### config.mk
export PLATFORM = sky130hd
export DESIGN_NAME = double_ended_queue_top
export DESIGN_NICKNAME = d
export VERILOG_FILES = /design/src/rtl/deq_pkg.sv /design/src/rtl/double_ended_queue_top.sv /design/src/rtl/deq_ram.sv
export SDC_FILE = /design/constraint.sdc
export NUM_CORES = 2
export LEC_CHECK = 0
export ABC_AREA = 0
export BUFFER_PORTS_ARGS = -buffer_cell sky130_fd_sc_hd__clkbuf_2
export CAP_MARGIN = 20
export CORE_UTILIZATION = 40
export DETAILED_ROUTE_END_ITERATION = 8
export PLACE_DENSITY = 0.6
export SLEW_MARGIN = 0
export SYNTH_ARGS = -nofsm -noshare
export SYNTH_HDL_FRONTEND = slang
export SYNTH_SLANG_ARGS = --single-unit
### constraint.sdc
create_clock -name clk_i -period 23.2 [get_ports clk_i]
set_clock_uncertainty 0.2 [all_clocks]
set_input_delay 4.64 -clock clk_i [delete_from_list [all_inputs] [get_ports clk_i]]
set_output_delay 4.64 -clock clk_i [all_outputs]
set_load 0.01 [all_outputs]
### src/rtl/deq_pkg.sv
// Shared types, constants and ring index helpers for the double-ended queue.
package deq_pkg;

  // Ring capacity and the widths that follow from it.
  localparam int unsigned CAPACITY = 64;
  localparam int unsigned IDX_W    = $clog2(CAPACITY);
  localparam int unsigned CNT_W    = $clog2(CAPACITY + 1);
  localparam int unsigned WORD_W   = 32;
  localparam int unsigned COUNT_W  = 7;

  typedef logic [IDX_W-1:0] idx_t;
  typedef logic [CNT_W-1:0] cnt_t;

  // Action codes; the unused codes behave as a peek.
  typedef enum logic [2:0] {
    ACT_PEEK       = 3'd0,
    ACT_PUSH_FRONT = 3'd1,
    ACT_PUSH_BACK  = 3'd2,
    ACT_POP_FRONT  = 3'd3,
    ACT_POP_BACK   = 3'd4,
    ACT_CLEAR      = 3'd5
  } action_e;

  typedef enum logic [1:0] {
    STAT_OK    = 2'd0,
    STAT_EMPTY = 2'd1,
    STAT_FULL  = 2'd2
  } status_e;

  // Command transaction payload.
  typedef struct packed {
    logic [2:0]               action;
    logic signed [WORD_W-1:0] push_value;
  } deq_in_t;

  // Result transaction payload.
  typedef struct packed {
    logic [1:0]               status;
    logic signed [WORD_W-1:0] front_value;
    logic signed [WORD_W-1:0] back_value;
    logic [COUNT_W-1:0]       count;
    logic                     is_empty;
  } deq_out_t;

  // Ring position of offset b from index a; for b at or below the capacity,
  // one compare and subtract wraps the sum.
  function automatic idx_t ring_add(idx_t a, cnt_t b);
    logic [CNT_W:0] s;
    s = (CNT_W + 1)'(a) + (CNT_W + 1)'(b);
    if (s >= (CNT_W + 1)'(CAPACITY)) begin
      s = s - (CNT_W + 1)'(CAPACITY);
    end
    return IDX_W'(s);
  endfunction

endpackage

### src/rtl/double_ended_queue_top.sv
// Double-ended queue of signed words in a ring held in one synchronous RAM.
// A command is taken when start_i is high and busy_o is low; the block then steps
// through S_FRONT, S_BACK and S_EMIT, and done_o rises with the registered result
// as it returns to idle. A new command is not taken until the last one is through,
// since the front and back words are read one after the other through the single
// RAM read port. busy_o stays high until idle; the receiver cannot stall results.
// Reset empties the queue (head and count to zero); the RAM is not cleared.
module double_ended_queue_top
  import deq_pkg::*;
(
  input  logic     clk_i,
  input  logic     rst_ni,
  input  logic     start_i,
  input  deq_in_t  cmd_i,
  output logic     busy_o,
  output logic     done_o,
  output deq_out_t result_o
);

  typedef enum logic [3:0] {
    S_IDLE  = 4'b0001,
    S_FRONT = 4'b0010,
    S_BACK  = 4'b0100,
    S_EMIT  = 4'b1000
  } state_e;

  state_e           state_q, state_d;
  idx_t             head_q, head_d;
  cnt_t             cnt_q, cnt_d;
  status_e          status_q, status_d;
  logic [WORD_W-1:0] front_q;
  logic             done_q;
  deq_out_t         result_q;

  logic              ram_we;
  idx_t              ram_waddr;
  idx_t              ram_raddr;
  logic [WORD_W-1:0] ram_rdata;
  logic              is_full;
  logic              is_empty;
  idx_t              head_prev;
  idx_t              back_idx;

  assign is_full   = (cnt_q == CNT_W'(CAPACITY));
  assign is_empty  = (cnt_q == '0);
  assign head_prev = (head_q == '0) ? IDX_W'(CAPACITY - 1) : head_q - 1'b1;
  assign back_idx  = ring_add(head_q, cnt_q - 1'b1);

  // Word storage.
  deq_ram #(
    .WIDTH(WORD_W),
    .DEPTH(CAPACITY)
  ) u_ram (
    .clk_i  (clk_i),
    .we_i   (ram_we),
    .waddr_i(ram_waddr),
    .wdata_i(cmd_i.push_value),
    .raddr_i(ram_raddr),
    .rdata_o(ram_rdata)
  );

  // Command decode, pointer update and sequencing of the two reads.
  always_comb begin
    state_d   = state_q;
    head_d    = head_q;
    cnt_d     = cnt_q;
    status_d  = status_q;
    ram_we    = 1'b0;
    ram_waddr = head_prev;
    ram_raddr = (state_q == S_FRONT) ? head_q : back_idx;
    unique case (state_q)
      S_IDLE: begin
        if (start_i) begin
          state_d  = S_FRONT;
          status_d = STAT_OK;
          unique case (action_e'(cmd_i.action))
            ACT_PUSH_FRONT: begin
              if (is_full) begin
                status_d = STAT_FULL;
              end else begin
                ram_we    = 1'b1;
                ram_waddr = head_prev;
                head_d    = head_prev;
                cnt_d     = cnt_q + 1'b1;
              end
            end
            ACT_PUSH_BACK: begin
              if (is_full) begin
                status_d = STAT_FULL;
              end else begin
                ram_we    = 1'b1;
                ram_waddr = ring_add(head_q, cnt_q);
                cnt_d     = cnt_q + 1'b1;
              end
            end
            ACT_POP_FRONT: begin
              if (is_empty) begin
                status_d = STAT_EMPTY;
              end else begin
                head_d = ring_add(head_q, CNT_W'(1));
                cnt_d  = cnt_q - 1'b1;
              end
            end
            ACT_POP_BACK: begin
              if (is_empty) begin
                status_d = STAT_EMPTY;
              end else begin
                cnt_d = cnt_q - 1'b1;
              end
            end
            ACT_CLEAR: begin
              if (is_empty) begin
                status_d = STAT_EMPTY;
              end else begin
                head_d = '0;
                cnt_d  = '0;
              end
            end
            default: begin
              if (is_empty) begin
                status_d = STAT_EMPTY;
              end
            end
          endcase
        end
      end
      S_FRONT: state_d = S_BACK;
      S_BACK:  state_d = S_EMIT;
      S_EMIT:  state_d = S_IDLE;
      default: state_d = S_IDLE;
    endcase
  end

  // Control state.
  always_ff @(posedge clk_i or negedge rst_ni) begin
    if (!rst_ni) begin
      state_q  <= S_IDLE;
      head_q   <= '0;
      cnt_q    <= '0;
      status_q <= STAT_OK;
      done_q   <= 1'b0;
    end else begin
      state_q  <= state_d;
      head_q   <= head_d;
      cnt_q    <= cnt_d;
      status_q <= status_d;
      done_q   <= (state_q == S_EMIT);
    end
  end

  // Read data capture and result register.
  always_ff @(posedge clk_i) begin
    if (state_q == S_BACK) begin
      front_q <= ram_rdata;
    end
    if (state_q == S_EMIT) begin
      result_q.status      <= status_q;
      result_q.front_value <= is_empty ? '0 : front_q;
      result_q.back_value  <= is_empty ? '0 : ram_rdata;
      result_q.count       <= COUNT_W'(cnt_q);
      result_q.is_empty    <= is_empty;
    end
  end

  assign busy_o   = (state_q != S_IDLE);
  assign done_o   = done_q;
  assign result_o = result_q;

endmodule

### src/rtl/deq_ram.sv
// Generic single-write, single-read RAM with a registered read port.
module deq_ram #(
  parameter int unsigned WIDTH = 32,
  parameter int unsigned DEPTH = 64
) (
  input  logic                     clk_i,
  input  logic                     we_i,
  input  logic [$clog2(DEPTH)-1:0] waddr_i,
  input  logic [WIDTH-1:0]         wdata_i,
  input  logic [$clog2(DEPTH)-1:0] raddr_i,
  output logic [WIDTH-1:0]         rdata_o
);

  logic [WIDTH-1:0] mem_q [DEPTH];
  logic [WIDTH-1:0] rdata_q;

  // Write port and registered read port.
  always_ff @(posedge clk_i) begin
    if (we_i) begin
      mem_q[waddr_i] <= wdata_i;
    end
    rdata_q <= mem_q[raddr_i];
  end

  assign rdata_o = rdata_q;

endmodule

==> impl_metrics.json <==
{
  "crit_chain": "clkbuf_2 > nand2_1 > nor4_2 > nand2_1 > a21oi_1 > nand2_1 > nor2_4",
  "rsz0062_at_grt": "false",
  "synth_adder_area_share_pct": 0.267,
  "row_count": 169,
  "cts_buffer_depth": 3,
  "drt-total-wl_mm": 244,
  "dp_cells": 8500,
  "min_path_type": "reg -> reg",
  "overflow": 0,
  "fin_nets": 5953,
  "grt_max_degree": 127,
  "critical_path.top_delay_family": "simple AND/OR/NAND/NOR gates",
  "status": "finished, final reports clean",
  "postCtsResizedCells": 0,
  "synth_edf_count": 2154,
  "drcViolationCount": 0,
  "first_pass_iters": 6,
  "finalHoldViolations": 0,
  "muxShareOfSynthArea_pct": 3.53,
  "slew_violations": 0,
  "yosysTopAreaCell": "edfxtp_1",
  "grt_pass1_wl_mm": 344,
  "antenna_found_initial": 20,
  "cp_common_cell": "nand2_1",
  "cts_sinks": 2206,
  "cts_hold_buf": 0,
  "grt_pass1_vias": 47150,
  "cp_slowest_cell": "nor2_4",
  "syn_area_per_cell_um2": 14.6,
  "relSlewSlack_pct": 18.4,
  "synth_top_family_by_area": "simple AND/OR/NAND/NOR gates",
  "die_x_um": 464,
  "fin_setup_tns_ns": 0,
  "arrival_ns": 8.27,
  "path_clk_slew_ns": 0.06,
  "critPathRequiredTime_ns": 23.46,
  "drive_above_1_share_pct": 9.90,
  "die_h_um": 464,
  "portBuffers": 113,
  "ys_seq_area_share_pct": 77.2,
  "core_area_um2": 212000,
  "synth_compound_area_share_pct": 5.13,
  "synth-simple-area-share_pct": 11.6,
  "yosysUniqueCellTypes": 59,
  "synth_top_flop_cell": "edfxtp_1",
  "syn_inst": 5844,
  "dp_hpwl_mm": 140,
  "synth_warnings": 0,
  "timing.final.crit_period_ns": 8.01,
  "cts_root_buf": "clkbuf_16",
  "die_area_um2": 215000,
  "worst_setup_path_end_kind": "flip-flop",
  "drt_iter0_drc": 7035,
  "crit_type": "in -> reg",
  "setup_viol": 0,
  "grt_usage_pct": 22.1,
  "yosys.cell_count.top_type": "edfxtp_1",
  "via_per_inst": 5.73,
  "period_share_pct": 34.5,
  "vias": 50941,
  "syn_area_um2": 85300,
  "worstPathMaxFanout": 32,
  "drt-wirelength-per-cell_um": 27.4,
  "worstMarginPinSlew_ns": 1.22,
  "synth-xor-area-share_pct": 0.164,
  "gp_congestion": 0.918,
  "synth_common_cells": "edfxtp_1, nand2_1, nand3_1",
  "ys_async_sr_fraction_pct": 0.907,
  "startpoint_type": "primary input",
  "stdcell_count": 8896,
  "cts_setup_buffers": 0,
  "ctsHtreeMaxLevel": 4,
  "ioPinCount": 114,
  "syn2layout_area_growth_pct": 12.3,
  "clk_latency_ns": 0.86,
  "start_util_pct": 40.3,
  "tritoncts": "yes",
  "synth_area_leaders": "edfxtp_1, nand2_1, nand3_1",
  "fmax_mhz": 125,
  "cts_buffers": 207,
  "syn_nets": 5899,
  "cap_violations": 0,
  "drtAntennaViolNets": 0,
  "ys_ff_latch": 2206,
  "worst_path_largest_cell_delay_ns": 1.15,
  "fillers": 18503,
  "yosysTopAreaCellShare_pct": 75.8,
  "path_buf_inv": 1,
  "whs_ns": 0.226,
  "final_util_pct": 45.2
}
-- registers in the layout, summed over array words and instances, names as in the netlist --
signal         cells
head_q             6
u_ram.rdata_o     32
u_ram.mem_q     2048
done_o             1
front_q           32
cnt_q              7
result_o          74
state_q            4
status_q           2
-- final timing paths --
kind	startpoint	endpoint	slack [ns]	cells after the start
max	start_i	u_ram.mem_q[36][8]	15.19	7
min	u_ram.rdata_o[6]	front_q[6]	0.23	0
max reg2reg	state_q[3]	u_ram.rdata_o[29]	16.47	11
min reg2reg	u_ram.rdata_o[6]	front_q[6]	0.23	0
max in group asynchronous	rst_ni	cnt_q[3]	18.84	1
min in group asynchronous	rst_ni	state_q[1]	3.57	1
-- cell usage in the layout, fill, tap and decap left out, types with 27 or more instances in the layout --
master	instances
nor4_1	61
mux2i_1	259
clkinv_2	27
nor2_4	64
dfxtp_1	32
buf_4	99
a32oi_1	258
a31oi_1	258
nand2_1	1570
clkinv_1	51
edfxtp_1	2154
nor2b_1	66
o21ai_0	27
clkbuf_16	208
clkbuf_1	63
clkbuf_2	92
nand3_1	520
mux2_2	35
-- cell families after synthesis --
family | count (synthesis)
simple gates | 2341
flops | 2206
compound gates | 591
buf+inv | 377
mux | 296
fa+ha+maj | 17
xor+xnor | 16
-- metal layers --
layer | GRT usage [%] | vias to the layer above | part of all wire, % | routed length [µm]
li1 | - | 22140 | - | -
met1 | 32.4 | 25874 | 42 | 102000
met2 | 33.5 | 2577 | 45 | 110000
met3 | 3.98 | 332 | 9.8 | 23900
met4 | 6.66 | 18 | 2.9 | 7060
met5 | 0 | - | 0.050 | 121
-- stage by stage --
step | setup WS, ns | area, µm²
4_1_cts | 15.31 | 95500
6_report | 15.19 | 95700
3_3_place_gp | 14.38 | 89100
5_1_grt | 14.99 | 95700
3_5_place_dp | 14.41 | 89100
2_1_floorplan | 14.02 | 85300
-- worst reg2reg max path, delay by kind of cell (launching register included) --
family / cells / cell delay [ns]
buf+inv: 4 / 2.63
mux: 3 / 0.94
flops: 1 / 0.43
simple gates: 2 / 1.81
compound gates: 2 / 0.62
-- final cells by class --
cell class,instances,area (µm²),share of cell area [%]
Tap cell,2821,3530,3.69
Multi-Input combinational cell,3261,18300,19.1
Inverter,12,45.0,0.0470
Clock inverter,106,933,0.975
Antenna cell,2,5.00,0.00523
Clock buffer,278,5540,5.78
Timing Repair Buffer,210,1590,1.66
Sequential cell,2206,65800,68.7
Power is not shown: default switching activity piles up to over one toggle a cycle in this logic, so the estimate is an artifact.
